File: config.mk
export PLATFORM = sky130hd
export DESIGN_NAME = sdm_divider
export DESIGN_NICKNAME = d
export VERILOG_FILES = /design/src/hw/rtl/sdm_pkg.sv /design/src/hw/rtl/sdm_divider.sv
export SDC_FILE = /design/constraint.sdc
export NUM_CORES = 1
export LEC_CHECK = 0
export ABC_AREA = 1
export BUFFER_PORTS_ARGS = -buffer_cell sky130_fd_sc_hd__buf_2
export CAP_MARGIN = 20
export CORE_MARGIN = 3
export CORE_UTILIZATION = 45
export DETAILED_ROUTE_END_ITERATION = 10
export PLACE_DENSITY = 0.67
export SLEW_MARGIN = 0
export SYNTH_ARGS = -nofsm -noshare
export SYNTH_HDL_FRONTEND = slang
export SYNTH_SLANG_ARGS = --single-unit
File: constraint.sdc
create_clock -name clock -period 3 [get_ports clock]
set_input_delay 0.3 -clock clock [delete_from_list [all_inputs] [get_ports clock]]
set_output_delay 0.3 -clock clock [all_outputs]
set_load 0.005 [all_outputs]
File: src/hw/rtl/sdm_pkg.sv
// Package for the scheduled Doppler mixer: constants, types and the sine table.
`timescale 1ns / 1ps
`default_nettype none
package sdm_pkg;
   localparam int MAX_POINTS = 64;
   localparam int PT_BITS = $clog2(MAX_POINTS);
   localparam int CNT_BITS = PT_BITS + 1;
   localparam int SINE_TABLE_BITS = 10;
   localparam int QUARTER = 1 << (SINE_TABLE_BITS - 2);

   localparam logic [1:0] CSR_ENTRY_COUNT = 2'd0;
   localparam logic [1:0] CSR_BATCH_LEN   = 2'd1;
   localparam logic [1:0] CSR_START_INDEX = 2'd2;
   localparam logic [1:0] CSR_START_TIME  = 2'd3;

   typedef enum logic [3:0] {
      ST_IDLE, ST_RD_FIRST, ST_WALK_RD, ST_WALK_CHK, ST_PAIR_RD, ST_PAIR_CHK,
      ST_MUL, ST_MUL_HI, ST_DIV, ST_APPLY, ST_MIX, ST_OUT
   } state_type;

   typedef struct packed {
      logic        start;
      logic [95:0] dividend;
      logic [47:0] divisor;
   } div_cmd_type;

   typedef logic [15:0] sine_rom_type [QUARTER];

   // Q15 quarter-wave sine: polynomial evaluated at elaboration time.
   function automatic logic [15:0] quarter_sine(input int unsigned r);
      logic [63:0] u, u2, p;
      u  = 64'(r) << (30 - (SINE_TABLE_BITS - 2));
      u2 = (u * u) >> 30;
      p  = 64'd172272;
      p  = 64'd5026995 - ((u2 * p) >> 30);
      p  = 64'd85569306 - ((u2 * p) >> 30);
      p  = 64'd693598668 - ((u2 * p) >> 30);
      p  = 64'd1686629713 - ((u2 * p) >> 30);
      p  = (u * p) >> 30;
      p  = (p + 64'd16384) >> 15;
      if (p > 64'd32767) p = 64'd32767;
      return p[15:0];
   endfunction

   function automatic sine_rom_type build_sine_rom();
      sine_rom_type rom;
      for (int i = 0; i < QUARTER; i++) rom[i] = quarter_sine(i);
      return rom;
   endfunction

   localparam sine_rom_type SINE_ROM = build_sine_rom();
   localparam logic [15:0] SINE_PEAK = quarter_sine(QUARTER);

   function automatic logic signed [16:0] osc_sine(input logic [SINE_TABLE_BITS-1:0] k);
      logic [1:0] quad;
      logic [SINE_TABLE_BITS-3:0] r, r_mirror;
      logic [15:0] v;
      quad     = k[SINE_TABLE_BITS-1 -: 2];
      r        = k[SINE_TABLE_BITS-3:0];
      r_mirror = ~r + 1'b1;
      // mirrored quadrant: offset zero lands on the peak, just past the table
      if (!quad[0]) v = SINE_ROM[r];
      else if (r == '0) v = SINE_PEAK;
      else v = SINE_ROM[r_mirror];
      return quad[1] ? -$signed({1'b0, v}) : $signed({1'b0, v});
   endfunction
endpackage
`default_nettype wire

File: src/hw/rtl/sdm_divider.sv
// Restoring divider, one quotient bit per cycle, 96-bit dividend by 48-bit divisor.
`timescale 1ns / 1ps
`default_nettype none
module sdm_divider (
   input  wire logic               clock,
   input  wire logic               reset,
   input  wire sdm_pkg::div_cmd_type cmd,
   output logic                    busy,
   output logic [63:0]             quotient
);
   import sdm_pkg::*;
   logic [95:0] num_ff, num_in;
   logic [48:0] rem_ff, rem_in;
   logic [47:0] den_ff, den_in;
   logic [6:0]  cnt_ff, cnt_in;
   logic        busy_ff, busy_in;
   logic [48:0] shifted;

   always_comb begin
      num_in = num_ff; rem_in = rem_ff; den_in = den_ff;
      cnt_in = cnt_ff; busy_in = busy_ff;
      shifted = {rem_ff[47:0], num_ff[95]};
      if (cmd.start) begin
         num_in = cmd.dividend; rem_in = '0; den_in = cmd.divisor;
         cnt_in = 7'd96; busy_in = 1'b1;
      end else if (busy_ff) begin
         num_in = {num_ff[94:0], 1'b0};
         if (shifted >= {1'b0, den_ff}) begin
            rem_in = shifted - {1'b0, den_ff};
            num_in[0] = 1'b1;
         end else begin
            rem_in = shifted;
         end
         cnt_in = cnt_ff - 7'd1;
         if (cnt_ff == 7'd1) busy_in = 1'b0;
      end
   end

   always_ff @(posedge clock) begin
      if (reset) begin
         busy_ff <= 1'b0;
         cnt_ff  <= '0;
      end else begin
         busy_ff <= busy_in;
         cnt_ff  <= cnt_in;
      end
      num_ff <= num_in;
      rem_ff <= rem_in;
      den_ff <= den_in;
   end

   assign busy = busy_ff;
   assign quotient = num_ff[63:0];
endmodule
`default_nettype wire

; Word-level counts from Yosys, hierarchy flattened
; Index checks and enable logic that the tools add are counted.
[op_classes]
addsub = 2
n_lt_le_gt_ge = 1
n_eq_ne = 1
muxes = 9
n_reduce_logical = 2
[op_table]
columns = op, n
row1 = $mux 96, 2
row2 = $ge 49x48->1, 1
row3 = $mux 48, 1
row4 = $sub 48x48->48, 1
row5 = $mux 7, 2
row6 = $eq 7x1->1 const B, 1
row7 = $sub 7x1->7 const B, 1
row8 = $mux 1, 4
row9 = $reduce_bool 2->1, 1
row10 = $reduce_or 2->1, 1
[word_totals]
ff_bits = 200
word_cells = 21

; Logic depth before layout (Yosys ltp)
[depth]
depth_word = 4
depth_mapped = 17

; Least setup slack after synthesis
; Ideal clock, no wire load.
[synth_timing]
kind = register -> register
from = reg busy_ff, in the netlist busy
to = reg num_ff[0], enable pin
setup_time_ns = 0.449
arrival_time_ns = 2.821
required_ns = 2.551
slack_ns = -0.270
path_stages_with_launch = 5
synth_period_minus_slack_ns = 3.270
path_cell_list = dfxtp_1 nor2_1 clkbuf_1 clkbuf_1 inv_1
[synth_between]
elab_chain_len = 1
[synth_lines]
columns = element, line
row1 = "start, declared", sdm_divider.sv:16  ; logic busy_ff, busy_in;
row2 = "start signal, assigned", sdm_divider.sv:44  ; busy_ff <= busy_in;
row3 = $reduce_bool 2->1 (no line), n/a
row4 = "end signal, assigned", sdm_divider.sv:47  ; num_ff <= num_in;
row5 = "end, declared", sdm_divider.sv:12  ; logic [95:0] num_ff, num_in;
; No other way between the ends.
; A chain may end at the register's enable or synchronous reset.

; Final worst setup path
[layout_timing]
from = reg rem_ff[1]
to = reg rem_ff[20]
[layout_between]
elab_chain_len = 2
word_cells_on_any_way = 3
classes_between = add/sub: 1 / order compare: 1 / mux: 1
[layout_lines]
columns = element, line
row1 = "start, declared", sdm_divider.sv:13  ; logic [48:0] rem_ff, rem_in;
row2 = "start signal, assigned", sdm_divider.sv:48  ; rem_ff <= rem_in;
row3 = $sub 48x48->48 / $ge 49x48->1 (equally long branches), "sdm_divider.sv:29, sdm_divider.sv:28"
row4 = $mux 48 (*), sdm_divider.sv:28  ; if (shifted >= {1'b0, den_ff}) begin
; Mark *: on every way between the ends. The rest lies on a longest branch, timed or not.

==> results_dict.tcl <==
set metrics [dict create \
    hp-class "input port to flip-flop" \
    synth.cell_area_sq_um 13210 \
    cp_max_fo 48 \
    cts.clk_slew.worst_paths_ps 80 \
    clock_latency_ps 450 \
    area_growth_pct 12.45 \
    fin_area_sq_um 14850 \
    die-area_sq_um 31440 \
    cts_made_buffers 17 \
    hpwl_microns 26520 \
    viasPerCell 4.768 \
    globalRouteOverflowTotal 0 \
    io_pins 212 \
    wire_per_inst_microns 14.39 \
    drc 0 \
    io_buffers 211 \
    n_antenna_cell 0 \
    synth_top_family_by_area "simple AND/OR/NAND/NOR gates" \
    ys_types 38 \
    synthXorXnorAreaFrac_pct 1.724 \
    finalCriticalPeriod_ps 2541 \
    worst_slew_pin_slew_ps 633.8 \
    grt_setup_unrepaired "false" \
    finalSetupViolCount 0 \
    cts_setup_buffers 0 \
    num_rows 62 \
    end_kind "flip-flop" \
    synth_seq_cells 200 \
    seq_area_sq_um 5445 \
    clkSinkCount 200 \
    gp_congestion 0.9420 \
    finalHoldViolations 0 \
    timing.rr.end "rem_ff[20]" \
    firstDrtPassIters 5 \
    setup_tns_ps 0 \
    hold_end "den_ff[38]" \
    yosysWarnings 0 \
    grt_pass1_vias 11240 \
    multiInputGateArea_sq_um 5801 \
    r2r_start "rem_ff[1]" \
    p_per_area_nw_per_um2 430.3 \
    place_area_sq_um 14180 \
    crit_type "flip-flop to flip-flop" \
    start_util_pct 45.89 \
    h-tree-depth 4 \
    finalPower_mw 6.390 \
    drtIter0Drc 682 \
    die_h_microns 177.3 \
    grt_max_degree 119 \
    finalCritPeriodShare_pct 84.70 \
    required_ps 3330 \
    coreArea_sq_um 28780 \
    synth-adder-area-share_pct 4.889 \
    arrival_ps 2870 \
    worstRegToRegCells 14 \
    fin_nets 2250 \
    ir_drop_mv 0.3802 \
    antenna_left 0 \
    post_cts_resized 0 \
    synth_cells 1916 \
    grt_first_pass_wirelength_microns 57080 \
    critPathLaunchType "flip-flop" \
    fin_skew_ps 19.57 \
    synth_compound_area_share_pct 1.402 \
    mostFrequentLayoutCells "871 x nand2_1, 327 x inv_1, 210 x buf_2" \
    outcome "completed" \
    n_fill_cell 2901 \
    synthMuxAreaShare_pct 0 \
    drv_cap 0 \
    root_buffer "clkbuf_16" \
    syn_nets 2114 \
    postCtsHoldBufs 9 \
    maxSlewHeadroom_pct 57.75 \
    antenna_found_initial 2 \
    yosys.area_share.simple_pct 35.74 \
    regToRegSetupSlack_ps 460 \
    dr_total_vias 11680 \
    holdCritStartpoint "cmd[38]" \
    die_w_microns 177.3 \
    layout_commonest_cell "nand2_1" \
    max_freq_mhz 393.5 \
    layout-drive-gt1-share_pct 13.85 \
    syn_avg_cell_area_sq_um 6.893 \
    hold_depth 1 \
    cts_tree "yes" \
    ys_seq_area_share_pct 41.23 \
    report.final.slew_viol_count 0 \
    leakagePower_nw 8.057 \
    grtUsageTotal_pct 22.81 \
    wl_microns 35240 \
    clockBufferDepth 2 \
]
state kept, by name (all words and copies together), names as in the netlist:
register / cells
busy: 1
num_ff: 96
rem_ff: 48
den_ff: 48
cnt_ff: 7
through the flow:
| stage | hold WS (ps) | instances | setup slack, ps | util [%] |
|---|---|---|---|---|
| floorplan | 369.1 | 1916 | 96.38 | - |
| global placement | 458.4 | 2408 | 533.6 | 49.26 |
| detailed placement | 463.4 | 2408 | 480.7 | 49.26 |
| CTS | 0.7017 | 2449 | 469.1 | 51.60 |
| global route | 0.4989 | 2449 | 192.0 | 51.60 |
| finish | 23.84 | 2449 | 459.0 | 51.60 |
critical path, stage by stage (launching register included):
cell and delay [ps]:
dfxtp_1 340, ha_1 400, nand2_1 90, nand2_1 80
nand2_1 80, nand2_1 60, nand2_1 60, nand3_2 120
nand2_1 110, nand2_2 100, nand2_2 90, buf_4 470
nand4_1 180, nand3_1 140, nand2_1 50
power breakdown:
part	switching, mW	internal [mW]
clock	1.17	1.11
sequential	0.0863	3.20
combinational	0.503	0.316
total	1.76	4.63
worst max-delay path by stage:
stage	slack, ps	start	end	cells past startpoint
2_1_floorplan	100	busy	num_ff[0]	4
3_3_place_gp	530	den_ff[0]	rem_ff[40]	16
3_5_place_dp	480	den_ff[6]	rem_ff[21]	15
4_1_cts	470	den_ff[6]	rem_ff[35]	15
5_1_grt	190	den_ff[2]	rem_ff[30]	15
6_report	460	rem_ff[1]	rem_ff[20]	14
Yosys cell counts (all sizes together):
| cell | count | area, sq um |
|---|---|---|
| nor3b | 1 | 7.510 |
| edfxtp | 144 | 4324 |
| and2 | 3 | 18.77 |
| dfxtp | 56 | 1121 |
| nor4 | 2 | 18.77 |
| buf | 81 | 594.3 |
| xor2 | 4 | 35.03 |
| xnor2 | 22 | 192.7 |
| clkbuf | 34 | 127.6 |
| nand3 | 94 | 485.5 |
| inv | 336 | 1261 |
| o21bai | 1 | 7.510 |
| ha | 50 | 625.6 |
| a211oi | 1 | 7.510 |
| nand3b | 4 | 30.03 |
| or2 | 1 | 6.260 |
| o31ai | 1 | 7.510 |
| nand2 | 875 | 3294 |
| o21a | 1 | 7.510 |
| nor2 | 105 | 424.2 |
| fa | 1 | 20.02 |
| and3 | 1 | 6.260 |
| nor3 | 6 | 40.04 |
| a21oi | 28 | 143.9 |
| nand4 | 62 | 387.9 |
| o21ai | 1 | 5.000 |
| a31oi | 1 | 6.260 |
cell families (layout without fill, tap and decap cells):
kind of cell	Yosys count	count (layout)
and+or+nand+nor	1154	1154
buffers and inverters	451	600
DFF	200	200
adders and majority gates	51	51
AOI/OAI and AO/OA	34	34
xor gates and xnor gates	26	26
layout make-up:
cell class | count | share of cell area (%)
tap | 384 | 3.235
sequential | 200 | 36.67
inverter | 336 | 8.518
timing repair buffer | 232 | 8.594
multi-input combinational | 1265 | 39.06
clock buffer | 17 | 2.865
clock inverter | 15 | 1.062
routing by layer:
metal  track usage, %  wire, microns
met1            29.57          15880
met2            37.90          16220
met3            6.397           2614
met4            5.432            500
met5                0             21
No activity file was read; power rests on OpenSTA's default activity.
